File: src/rtl/srp_pkg.sv
// ----------------------------------------------------------------------------
// srp_pkg
// Shared types and constants for the shelf rectangle packer: field widths,
// result status codes, default sizes and the layout of one shelf entry.
// ----------------------------------------------------------------------------
package srp_pkg;

  // width of every coordinate and size field
  localparam int unsigned FIELD_W = 11;
  // width of sums of two fields
  localparam int unsigned SUM_W   = FIELD_W + 1;

  // defaults for the top-level parameters
  localparam int unsigned DEF_ATLAS_SIZE  = 1024;
  localparam int unsigned DEF_MAX_SHELVES = 64;

  // result status codes
  typedef logic [1:0] status_t;
  localparam status_t STATUS_PLACED     = 2'd0;
  localparam status_t STATUS_ATLAS_FULL = 2'd1;
  localparam status_t STATUS_TABLE_FULL = 2'd2;

  typedef logic [FIELD_W-1:0] field_t;

  // one shelf table entry
  typedef struct packed {
    field_t fill_x;
    field_t top_y;
    field_t height;
  } shelf_t;

endpackage

File: src/rtl/shelf_rect_packer.sv
// ----------------------------------------------------------------------------
// shelf_rect_packer
// Best-height-fit shelf packer for a square atlas, one rectangle per request.
// ----------------------------------------------------------------------------
// Each request carries a rectangle width and height and yields one result:
// a status (placed, atlas full, shelf table full) and the top-left corner of
// the placed rectangle, or 0,0 when it was not placed. The shelf table lives
// in a memory with one write and one read port that is scanned one shelf per cycle
// through one shared fit/compare unit; the decided result then waits in the
// emit step while out_stall holds the output register. Only one request is
// worked on at a time; in_stall stays high until its result has been loaded
// into the output register. The shelf memory needs no clearing after reset:
// only entries below the shelf count are ever judged.
// ----------------------------------------------------------------------------
module shelf_rect_packer #(
  parameter int unsigned ATLAS_SIZE  = srp_pkg::DEF_ATLAS_SIZE,
  parameter int unsigned MAX_SHELVES = srp_pkg::DEF_MAX_SHELVES
) (
  input  logic                        clk,
  input  logic                        rst_n,
  // request channel
  input  logic                        in_valid,
  output logic                        in_stall,
  input  logic [srp_pkg::FIELD_W-1:0] in_rect_width,
  input  logic [srp_pkg::FIELD_W-1:0] in_rect_height,
  // result channel
  output logic                        out_valid,
  input  logic                        out_stall,
  output logic [1:0]                  out_status,
  output logic [srp_pkg::FIELD_W-1:0] out_pos_x,
  output logic [srp_pkg::FIELD_W-1:0] out_pos_y
);
  import srp_pkg::*;

  localparam int unsigned CNT_W = $clog2(MAX_SHELVES + 1);
  localparam int unsigned IDX_W = $clog2(MAX_SHELVES);

  localparam logic [SUM_W-1:0] ATLAS_S  = SUM_W'(ATLAS_SIZE);
  localparam logic [SUM_W:0]   ATLAS_S2 = (SUM_W + 1)'(ATLAS_SIZE);
  localparam logic [CNT_W-1:0] CNT_MAX  = CNT_W'(MAX_SHELVES);
  localparam logic [CNT_W-1:0] CNT_ONE  = CNT_W'(1);

  // sequencer states
  localparam logic [1:0] ST_IDLE   = 2'd0;
  localparam logic [1:0] ST_SCAN   = 2'd1;
  localparam logic [1:0] ST_DECIDE = 2'd2;
  localparam logic [1:0] ST_EMIT   = 2'd3;

  logic [1:0]       state_r, state_nxt;
  logic [CNT_W-1:0] shelf_count_r, shelf_count_nxt;
  logic [CNT_W-1:0] idx_r, idx_nxt;
  logic             pend_r, pend_nxt;
  logic             pend_last_r, pend_last_nxt;
  logic             found_r, found_nxt;
  logic [IDX_W-1:0] best_idx_r, best_idx_nxt;
  field_t           best_h_r, best_h_nxt;
  field_t           best_x_r, best_x_nxt;
  field_t           best_y_r, best_y_nxt;
  logic [SUM_W-1:0] last_ny_r, last_ny_nxt;
  field_t           w_r, w_nxt;
  field_t           h_r, h_nxt;

  // decided result and table update
  status_t          res_status_r, res_status_nxt;
  field_t           res_x_r, res_x_nxt;
  field_t           res_y_r, res_y_nxt;
  logic             we_r, we_nxt;
  logic [IDX_W-1:0] waddr_r, waddr_nxt;
  shelf_t           wdata_r, wdata_nxt;
  logic             cnt_inc_r, cnt_inc_nxt;

  // output register
  logic             out_valid_r, out_valid_nxt;
  status_t          out_status_r, out_status_nxt;
  field_t           out_x_r, out_x_nxt;
  field_t           out_y_r, out_y_nxt;

  // shelf memory
  shelf_t           shelf_mem [MAX_SHELVES];
  shelf_t           rd_data_r;
  logic             mem_we;

  logic             accept;
  logic             out_free;
  logic [SUM_W-1:0] fit_x_sum;
  logic [SUM_W-1:0] fit_y_sum;
  logic             fits;
  logic [SUM_W:0]   new_bottom;
  logic [SUM_W-1:0] adv_x;
  logic [CNT_W-1:0] judge_idx;

  assign accept   = in_valid && !in_stall;
  assign in_stall = (state_r != ST_IDLE);
  assign out_free = !out_valid_r || !out_stall;
  assign mem_we   = (state_r == ST_EMIT) && out_free && we_r;

  assign out_valid  = out_valid_r;
  assign out_status = out_status_r;
  assign out_pos_x  = out_x_r;
  assign out_pos_y  = out_y_r;

  // shared fit unit: one shelf against the current rectangle
  assign fit_x_sum = {1'b0, rd_data_r.fill_x} + {1'b0, w_r};
  assign fit_y_sum = {1'b0, rd_data_r.top_y} + {1'b0, h_r};
  assign fits = (fit_x_sum <= ATLAS_S) && (fit_y_sum <= ATLAS_S) &&
                (rd_data_r.height >= h_r) &&
                (!found_r || (rd_data_r.height < best_h_r));

  // index of the shelf being judged, one behind the read index
  assign judge_idx = idx_r - CNT_ONE;

  // bottom of a new shelf under the last one, and advanced fill x
  assign new_bottom = {1'b0, last_ny_r} + {2'b00, h_r};
  assign adv_x      = {1'b0, best_x_r} + {1'b0, w_r};

  // shelf memory: one write port, one registered read port
  always_ff @(posedge clk) begin
    if (mem_we) begin
      shelf_mem[waddr_r] <= wdata_r;
    end
    rd_data_r <= shelf_mem[idx_r[IDX_W-1:0]];
  end

  // sequencer and datapath next state
  always_comb begin
    state_nxt       = state_r;
    shelf_count_nxt = shelf_count_r;
    idx_nxt         = idx_r;
    pend_nxt        = pend_r;
    pend_last_nxt   = pend_last_r;
    found_nxt       = found_r;
    best_idx_nxt    = best_idx_r;
    best_h_nxt      = best_h_r;
    best_x_nxt      = best_x_r;
    best_y_nxt      = best_y_r;
    last_ny_nxt     = last_ny_r;
    w_nxt           = w_r;
    h_nxt           = h_r;
    res_status_nxt  = res_status_r;
    res_x_nxt       = res_x_r;
    res_y_nxt       = res_y_r;
    we_nxt          = we_r;
    waddr_nxt       = waddr_r;
    wdata_nxt       = wdata_r;
    cnt_inc_nxt     = cnt_inc_r;
    out_valid_nxt   = out_valid_r && out_stall;
    out_status_nxt  = out_status_r;
    out_x_nxt       = out_x_r;
    out_y_nxt       = out_y_r;

    unique case (state_r)
      ST_IDLE: begin
        if (accept) begin
          w_nxt     = in_rect_width;
          h_nxt     = in_rect_height;
          idx_nxt   = '0;
          pend_nxt  = 1'b0;
          found_nxt = 1'b0;
          state_nxt = ST_SCAN;
        end
      end

      ST_SCAN: begin
        // issue the next shelf read
        if (idx_r < shelf_count_r) begin
          pend_nxt      = 1'b1;
          pend_last_nxt = (idx_r == shelf_count_r - CNT_ONE);
          idx_nxt       = idx_r + CNT_ONE;
        end else begin
          pend_nxt = 1'b0;
          if (!pend_r) begin
            state_nxt = ST_DECIDE;
          end
        end
        // judge the shelf read in the previous cycle
        if (pend_r) begin
          if (fits) begin
            found_nxt    = 1'b1;
            best_idx_nxt = judge_idx[IDX_W-1:0];
            best_h_nxt   = rd_data_r.height;
            best_x_nxt   = rd_data_r.fill_x;
            best_y_nxt   = rd_data_r.top_y;
          end
          if (pend_last_r) begin
            last_ny_nxt = {1'b0, rd_data_r.top_y} + {1'b0, rd_data_r.height};
          end
        end
      end

      ST_DECIDE: begin
        res_status_nxt = STATUS_PLACED;
        res_x_nxt      = '0;
        res_y_nxt      = '0;
        we_nxt         = 1'b0;
        cnt_inc_nxt    = 1'b0;
        waddr_nxt      = best_idx_r;
        wdata_nxt      = '{fill_x: adv_x[FIELD_W-1:0], top_y: best_y_r, height: best_h_r};
        priority if (shelf_count_r == '0) begin
          // empty table: first shelf at the origin
          we_nxt      = 1'b1;
          cnt_inc_nxt = 1'b1;
          waddr_nxt   = '0;
          wdata_nxt   = '{fill_x: w_r, top_y: '0, height: h_r};
        end else if (found_r) begin
          we_nxt    = 1'b1;
          res_x_nxt = best_x_r;
          res_y_nxt = best_y_r;
        end else if (new_bottom > ATLAS_S2) begin
          res_status_nxt = STATUS_ATLAS_FULL;
        end else if (shelf_count_r >= CNT_MAX) begin
          res_status_nxt = STATUS_TABLE_FULL;
        end else begin
          // open a new shelf under the last one
          we_nxt      = 1'b1;
          cnt_inc_nxt = 1'b1;
          waddr_nxt   = shelf_count_r[IDX_W-1:0];
          wdata_nxt   = '{fill_x: w_r, top_y: last_ny_r[FIELD_W-1:0], height: h_r};
          res_y_nxt   = last_ny_r[FIELD_W-1:0];
        end
        state_nxt = ST_EMIT;
      end

      ST_EMIT: begin
        if (out_free) begin
          out_valid_nxt  = 1'b1;
          out_status_nxt = res_status_r;
          out_x_nxt      = res_x_r;
          out_y_nxt      = res_y_r;
          if (cnt_inc_r) begin
            shelf_count_nxt = shelf_count_r + CNT_ONE;
          end
          state_nxt = ST_IDLE;
        end
      end

      default: begin
        state_nxt = ST_IDLE;
      end
    endcase
  end

  // control registers
  always_ff @(posedge clk) begin
    if (!rst_n) begin
      state_r       <= ST_IDLE;
      shelf_count_r <= '0;
      pend_r        <= 1'b0;
      out_valid_r   <= 1'b0;
    end else begin
      state_r       <= state_nxt;
      shelf_count_r <= shelf_count_nxt;
      pend_r        <= pend_nxt;
      out_valid_r   <= out_valid_nxt;
    end
  end

  // payload and scan registers
  always_ff @(posedge clk) begin
    idx_r        <= idx_nxt;
    pend_last_r  <= pend_last_nxt;
    found_r      <= found_nxt;
    best_idx_r   <= best_idx_nxt;
    best_h_r     <= best_h_nxt;
    best_x_r     <= best_x_nxt;
    best_y_r     <= best_y_nxt;
    last_ny_r    <= last_ny_nxt;
    w_r          <= w_nxt;
    h_r          <= h_nxt;
    res_status_r <= res_status_nxt;
    res_x_r      <= res_x_nxt;
    res_y_r      <= res_y_nxt;
    we_r         <= we_nxt;
    waddr_r      <= waddr_nxt;
    wdata_r      <= wdata_nxt;
    cnt_inc_r    <= cnt_inc_nxt;
    out_status_r <= out_status_nxt;
    out_x_r      <= out_x_nxt;
    out_y_r      <= out_y_nxt;
  end

  // shelf count stays within the table
  a_count_bound: assert property (@(posedge clk) disable iff (!rst_n)
    shelf_count_r <= CNT_MAX)
    else $error("shelf count above table size");

  // shelf count grows by at most one per request
  a_count_step: assert property (@(posedge clk) disable iff (!rst_n)
    rst_n |=> (shelf_count_r == $past(shelf_count_r)) ||
              (shelf_count_r == $past(shelf_count_r) + CNT_ONE))
    else $error("shelf count jumped");

  // an accepted request blocks the next one
  a_one_at_a_time: assert property (@(posedge clk) disable iff (!rst_n)
    accept |=> in_stall)
    else $error("request accepted while busy");

  // a new result appears only out of the emit step
  a_result_source: assert property (@(posedge clk) disable iff (!rst_n)
    (out_valid_r && !$past(out_valid_r)) |-> $past(state_r == ST_EMIT))
    else $error("result without emit");

  // unplaced results carry no position
  a_unplaced_zero: assert property (@(posedge clk) disable iff (!rst_n)
    (out_valid_r && (out_status_r != STATUS_PLACED)) |->
      (out_x_r == '0) && (out_y_r == '0))
    else $error("unplaced result carries a position");

endmodule

File: config.mk
export PLATFORM = sky130hd
export DESIGN_NAME = shelf_rect_packer
export DESIGN_NICKNAME = d
export VERILOG_FILES = /design/src/rtl/srp_pkg.sv /design/src/rtl/shelf_rect_packer.sv
export SDC_FILE = /design/constraint.sdc
export NUM_CORES = 2
export LEC_CHECK = 0
export BUFFER_PORTS_ARGS = -buffer_cell sky130_fd_sc_hd__buf_2
export CORE_MARGIN = 1
export CORE_UTILIZATION = 42
export CTS_CLUSTER_DIAMETER = 100
export CTS_CLUSTER_SIZE = 30
export DETAILED_ROUTE_END_ITERATION = 16
export PLACE_DENSITY = 0.59
export SLEW_MARGIN = 20
export SYNTH_ARGS = -nofsm -noshare
export SYNTH_HDL_FRONTEND = slang
export SYNTH_SLANG_ARGS = --single-unit
export TNS_END_PERCENT = 1
File: constraint.sdc
create_clock -name clk -period 4.5 [get_ports clk]
set_input_delay 0.9 -clock clk [delete_from_list [all_inputs] [get_ports clk]]
set_output_delay 0.9 -clock clk [all_outputs]
set_load 0.1 [all_outputs]
After elaboration in Yosys (flattened, before gate mapping):

Memory sizes are Yosys's and may differ from the RTL's. A register that Yosys moved wholly into a read port is not among the register bits.
Index checks and enable logic that the tools add are counted.
W data, S select, Z words.

* $add $sub $neg: 9
* $mul: 0
* divide/modulo/power cells: 0
* $lt $le $gt $ge: 7
* eq/ne operators: 11
* shift operators: 0
* mux-type cells: 33
* bitwise logic cells: 1
* reductions and logical operators: 30

Operators by type and width (number)
* $mux W33: 4
* $add A11 B11 Y12: 3
* $mux W11: 3
* $le A12 B11 Y1 const B: 2
* $mux W6: 3
* $add A7 B1 Y7 const B: 2
* $mux W7: 2
* $ne A2 B2 Y1 const B: 7
* $pmux W7 S2: 1
* $add A12 B11 Y13: 1
* $gt A13 B11 Y1 const B: 1
* $mux W1: 12
* $reduce_and A3 Y1: 4
* $add A11 B11 Y11: 1
* $ge A11 B11 Y1: 1
* $lt A11 B11 Y1: 1
* $mux W2: 5
* $pmux W2 S4: 1
* $reduce_and A2 Y1: 4
* $reduce_and A4 Y1: 2
* $eq A7 B7 Y1: 1
* $ge A7 B7 Y1 const B: 1
* $logic_and A1 B1 Y1: 7
* $logic_not A7 Y1: 1
* 13 further kinds: 21

* flip-flop bits (word level): 182
* bits in latches: 0
* RAM bits: 2112
* bits in read-only memories: 0
* input port bits: 26
* output and inout bits: 26
* word-level logic and storage cells: 119
* memories: 1

Memories
* shelf_mem: depth 64, width 33, read ports 1, clocked after memory_dff 1, wr ports 1, line shelf_rect_packer.sv:79 `shelf_t shelf_mem [MAX_SHELVES];`

Longest topological paths before layout:

* word-level depth: 8
* depth in mapped cells: 13
* gate-level depth less buffers: 11

Worst setup path after synthesis:

No wires, ideal clock.

* path type: input -> register
* start point: in out_stall
* end point: mem shelf_mem[62][0] (netlist name) (enable)
* setup time: 0.423 ns
* data arrival time: 3.624 ns
* path slack: 0.453 ns
* stages: 6
* cells stage by stage: nand2_1 > and2_1 > nand2_1 > nor2_1 > nand3_1 > nor2_1

* longest elaborated chain between the ends: 6

Ends and longest elaborated chain
* start, declared: line shelf_rect_packer.sv:28 `input logic out_stall,`
* $logic_not A1 Y1: line shelf_rect_packer.sv:94 `assign out_free = !out_valid_r || !out_stall;`
* $logic_or A1 B1 Y1: line shelf_rect_packer.sv:94
* $logic_and A1 B1 Y1 (2 in series): line shelf_rect_packer.sv:95 `assign mem_we = (state_r == ST_EMIT) && out_free && we_r;`
* $mux W1: line shelf_rect_packer.sv:118 `if (mem_we) begin`
* $mux W1 (not written as such): line shelf_rect_packer.sv:119 `shelf_mem[waddr_r] <= wdata_r;`
* end, declared: line shelf_rect_packer.sv:79

No other way between the ends.

Final worst setup path:

* start point: reg h_r[0]
* end point: reg wdata_r[6] (netlist name) (data pin)

* longest elaborated chain between the ends: 5

Ends and longest elaborated chain
* start, declared: line shelf_rect_packer.sv:61 `field_t h_r, h_nxt;`
* start signal, assigned: line shelf_rect_packer.sv:268 `h_r <= h_nxt;`
* $add A12 B11 Y13: line shelf_rect_packer.sv:113 `assign new_bottom = {1'b0, last_ny_r} + {2'b00, h_r};`
* $gt A13 B11 Y1: line shelf_rect_packer.sv:208 `end else if (new_bottom > ATLAS_S2) begin`
* $mux W33: line shelf_rect_packer.sv:208
* $mux W33: line shelf_rect_packer.sv:204 `end else if (found_r) begin`
* $mux W33: line shelf_rect_packer.sv:198 `priority if (shelf_count_r == '0) begin`
* end signal, assigned: line shelf_rect_packer.sv:274 `wdata_r <= wdata_nxt;`
* end, declared: line shelf_rect_packer.sv:69 `shelf_t wdata_r, wdata_nxt;`

No other way between the ends.
A chain may end at the register's enable or synchronous reset.

==> impl_results.md <==
- Clock transition time at the flip-flop clock pins of the worst setup and hold paths: approximately 0.12 ns
- Mapped Avg Cell Area: about 23 µm²
- Cell repeated most along the worst path: a21o_1
- Via total after detailed routing: 40.0k
- Starting density of the core: 0.422
- Crit share post-route: 0.887
- Most area-consuming cells after synthesis: edfxtp_1 (76%), mux4_2 (17%), ha_1 (1.3%)
- Unrepaired setup endpoints after global routing: false
- Critical register-to-register path endpoint: wdata_r[6]
- Slowest stage cell, crit path: a21o_1
- Total negative slack for setup checks: 0 ns
- Number of synthesized register bits: approximately 2.3k
- Number of cells on the worst reg-to-reg path: 12
- Ordered list of cells on the worst path: ha_1, fa_1, a21o_1, o21a_1, mux4_2, nand3b_4, nor4_4, o211ai_4, a21o_1, inv_2, buf_4, mux2i_1
- Share of synthesized registers carrying an async set or reset: 0
- Layout cells sized above 1: 0.276
- Remaining design rule violation count: 0
- Maximum Capacitance Violations: 0
- WP depth: 12
- Startpoint type of the worst setup path: flip-flop
- Sequential cell area fraction in the yosys report: 0.767
- Worst setup path end: wdata_r[6]
- Clock network power share: 0.188
- Time the worst path needs with I/O delays and setup: around 4 ns
- Area of the die: 0.218 mm²
- Sw Ratio: 0.307
- Status: complete, no violations
- Cell internal pwr: around 37 mW
- Startpoint of the worst-slack reg-to-reg timing path: h_r[0]
- I/O Pins: 52
- Y dimension of the die: between 400 and 500 µm
- Largest net degree at the start of global routing: 81
- CTS Buffer Depth: 3
- Worst-Skew Late Latency: 0.76 ns
- RePlAce Congestion: 0.816
- Number of warnings printed during yosys synthesis: 0
- Largest fanout on the critical path: 17
- Number of buffers and inverters on the critical path: 2
- Drt total wl: slightly above 200 mm
- Detailed-routing iteration count for the pre-antenna-repair pass: 5
- Total of hold buffers inserted after clock tree synthesis: 0
- Global-route wire length before repair: ~300 mm
- Vias in the first global route: between 40k and 50k
- Global-route total usage across every layer: 0.188
- Detailed-route vias per instance: approximately 5.8
- Critical path's largest stage delay: around 0.7 ns
- Die width: ~470 µm
- Switching power total: ~17 mW
- Combinational fraction of design power: 0.331
- Kind of cell adding the most delay to the critical path: compound AO/OA/AOI/OAI gates
- Reg2Reg Setup Slack: slightly above 0.5 ns
- Clock tree from TritonCTS: yes
- Resized cells post-CTS: 0
- Post-route ant nets: 0
- Leakage: between 20 and 30 nW
- Area share of the largest cell type after synthesis: 0.757
- Worst rel slew slack: 0.330
- Post-CTS Setup Repair Bufs: 0
- Number of buffers created by CTS: between 80 and 90
- Synthesis-to-layout area growth: 9.15%
- Fin nets: about 4.1k
- Number of antenna violations at the first check in global routing: 14
- Final HPWL from detailed placement: about 120 mm
- Final design utilization: 0.461
- Worst slack, placed: between 0.5 and 0.6 ns
- Setup-violating endpoint count in the final report: 0
- Core footprint: 0.214 mm²
- Number of enable-type register cells in the synthesized netlist: roughly 2.3k
- Data required time at the worst endpoint: just over 5 ns
- CP Data Arrival Time: 4.52 ns
- Source of the critical timing path: h_r[0]
- Dominant register cell in the synthesized netlist: edfxtp_1
- Post-Synthesis Cells: roughly 3.9k
- Root Driver: clkbuf_16
- First-iteration detailed-routing DRC count: approximately 4.2k
- Number of distinct library cells after synthesis: 71
- Final WS setup: 0.507 ns
- Max-slew violation count: 0
- Type of destination of the critical path: flip-flop
- Power density normalized to cell area: 547 mW/mm²
- Remaining global-route overflow: 0
- Clock tree skew after final layout: between 0.03 and 0.04 ns
- Area of the mapped netlist: approximately 0.091 mm²
- Post-Synthesis Net Count: roughly 4k
- Number of clock sinks: 2327
- Area leader, netlist: edfxtp_1
- Standard-cell rows: 170
- Deepest level of the CTS H-tree: 3
- Slew of the pin with the lowest slew margin: about 1 ns
- Highest clock rate: ~250 MHz
- Port Buf Inserts: 51
- Critical setup path kind: reg2reg
- Sequential group share of total power: 0.481
- Avg WL per Cell: 29.6 µm
- Hold WC Path Type: in2reg
- Number of hold violations in the final report: 0
- Peak ir drop on the vdd network: 0.667 mV
==> synthesized netlist by cell type, drive strengths merged (15+ instances only) <==
master	instances
a211oi	15
a21o	15
a21oi	28
a22o	28
buf	68
clkbuf	108
dfxtp	44
edfxtp	2283
ha	91
inv	55
mux4	694
nand2	26
nor2	125
o21ai	36
xnor2	31
xor2	23
==> cells by family (layout without fill, tap and decap cells) <==
group,after synthesis,after routing,synth area share
XOR/XNOR,54,54,0.00522
buffers and inverters,234,432,0.0105
flip-flops,2327,2327,0.767
multiplexers,718,718,0.175
AND/OR/NAND/NOR,255,255,0.0138
adder cells (fa/ha/maj),96,96,0.0137
other,0,3,0
AO/OA/AOI/OAI,183,183,0.0148
==> registers in the layout (all words and copies together), names as in the netlist, 6 cells and up <==
register / cells
shelf_count_r: 7
w_r: 11
waddr_r: 6
res_y_r: 11
res_x_r: 11
wdata_r: 33
best_idx_r: 6
best_x_r: 11
last_ny_r: 12
rd_data_r: 33
idx_r: 7
best_h_r: 11
out_pos_y: 11
best_y_r: 11
shelf_mem: 2112
out_pos_x: 11
h_r: 11
==> layer usage <==
metal,GRT usage,wire length (µm)
met1,0.273,89800
met2,0.317,103000
met3,0.0169,8950
met4,0.0320,2540
met5,0,34
==> worst register-to-register path: stages (launching register included) <==
cell and delay [ns]:
edfxtp_1 0.49, ha_1 0.26, fa_1 0.40, a21o_1 0.24, o21a_1 0.20, mux4_2 0.49
nand3b_4 0.11, nor4_4 0.06, o211ai_4 0.29, a21o_1 0.73, inv_2 0.10, buf_4 0.24
mux2i_1 0.15
==> area by class of cell <==
| cell class | count | area (µm²) |
|---|---|---|
| diodes | 3 | 7.51 |
| clock buffers | 123 | 2440 |
| clock inverters | 8 | 76.3 |
| fillers | 17579 | 116000 |
| inverters | 58 | 218 |
| multi-input cells | 1306 | 20700 |
| flip-flops and latches | 2327 | 69400 |
| well taps | 2838 | 3550 |
| repair buffers | 243 | 2450 |
==> how the worst min path moves through the flow <==
stage | cells past startpoint | slack (ns) | start | to
2_1_floorplan | 0 | 0.40 | res_x_r[0] | out_pos_x[0]
3_3_place_gp | 0 | 0.40 | res_y_r[3] | out_pos_y[3]
3_5_place_dp | 0 | 0.40 | res_x_r[7] | out_pos_x[7]
4_1_cts | 1 | 0.24 | in_rect_width[5] | w_r[5]
5_1_grt | 1 | 0.27 | in_rect_width[5] | w_r[5]
6_report | 1 | 0.30 | in_rect_width[5] | w_r[5]
==> per-stage QoR <==
step	instance area, µm²	hold WS [ns]	std cells	total power, mW
final	98900	0.301	6906	54.1
after global routing	98900	0.270	6904	56.3
after CTS	98900	0.239	6903	54.6
after detailed placement	96300	0.405	6772	44.6
after global placement	96300	0.402	6770	44.4
after floorplan	90600	0.400	3867	38.4
==> power groups by stage <==
stage          clock network, mW  registers (mW)  logic, mW
2_1_floorplan                  0            26.9       11.5
6_report                    10.2            26.0       17.9
3_5_place_dp                   0            26.5       18.1
3_3_place_gp                   0            26.5       17.9
5_1_grt                     11.0            26.1       19.1
4_1_cts                     10.4            26.0       18.2
==> cells in the final DEF, fill, tap and decap left out, types with 12 or more instances in the layout <==
cell	netlist	final
edfxtp_1	2283	2283
mux4_2	694	694
buf_4	0	131
a211oi_1	14	14
xnor2_1	31	31
o21a_1	12	12
a21o_1	15	15
xor2_1	23	23
mux2i_1	14	14
nand3_1	13	13
clkbuf_16	0	93
ha_1	91	90
buf_2	42	51
nor3_1	13	13
inv_1	54	54
a21oi_1	28	28
o21ai_0	35	35
dfxtp_1	44	44
nor2b_1	14	14
and2_1	14	14
nand2_1	26	26
buf_12	0	59
a22o_1	28	28
nor2_1	125	61
clkbuf_1	108	30
nor2_4	0	64
Note: power is estimated with default switching activity, not from simulation.
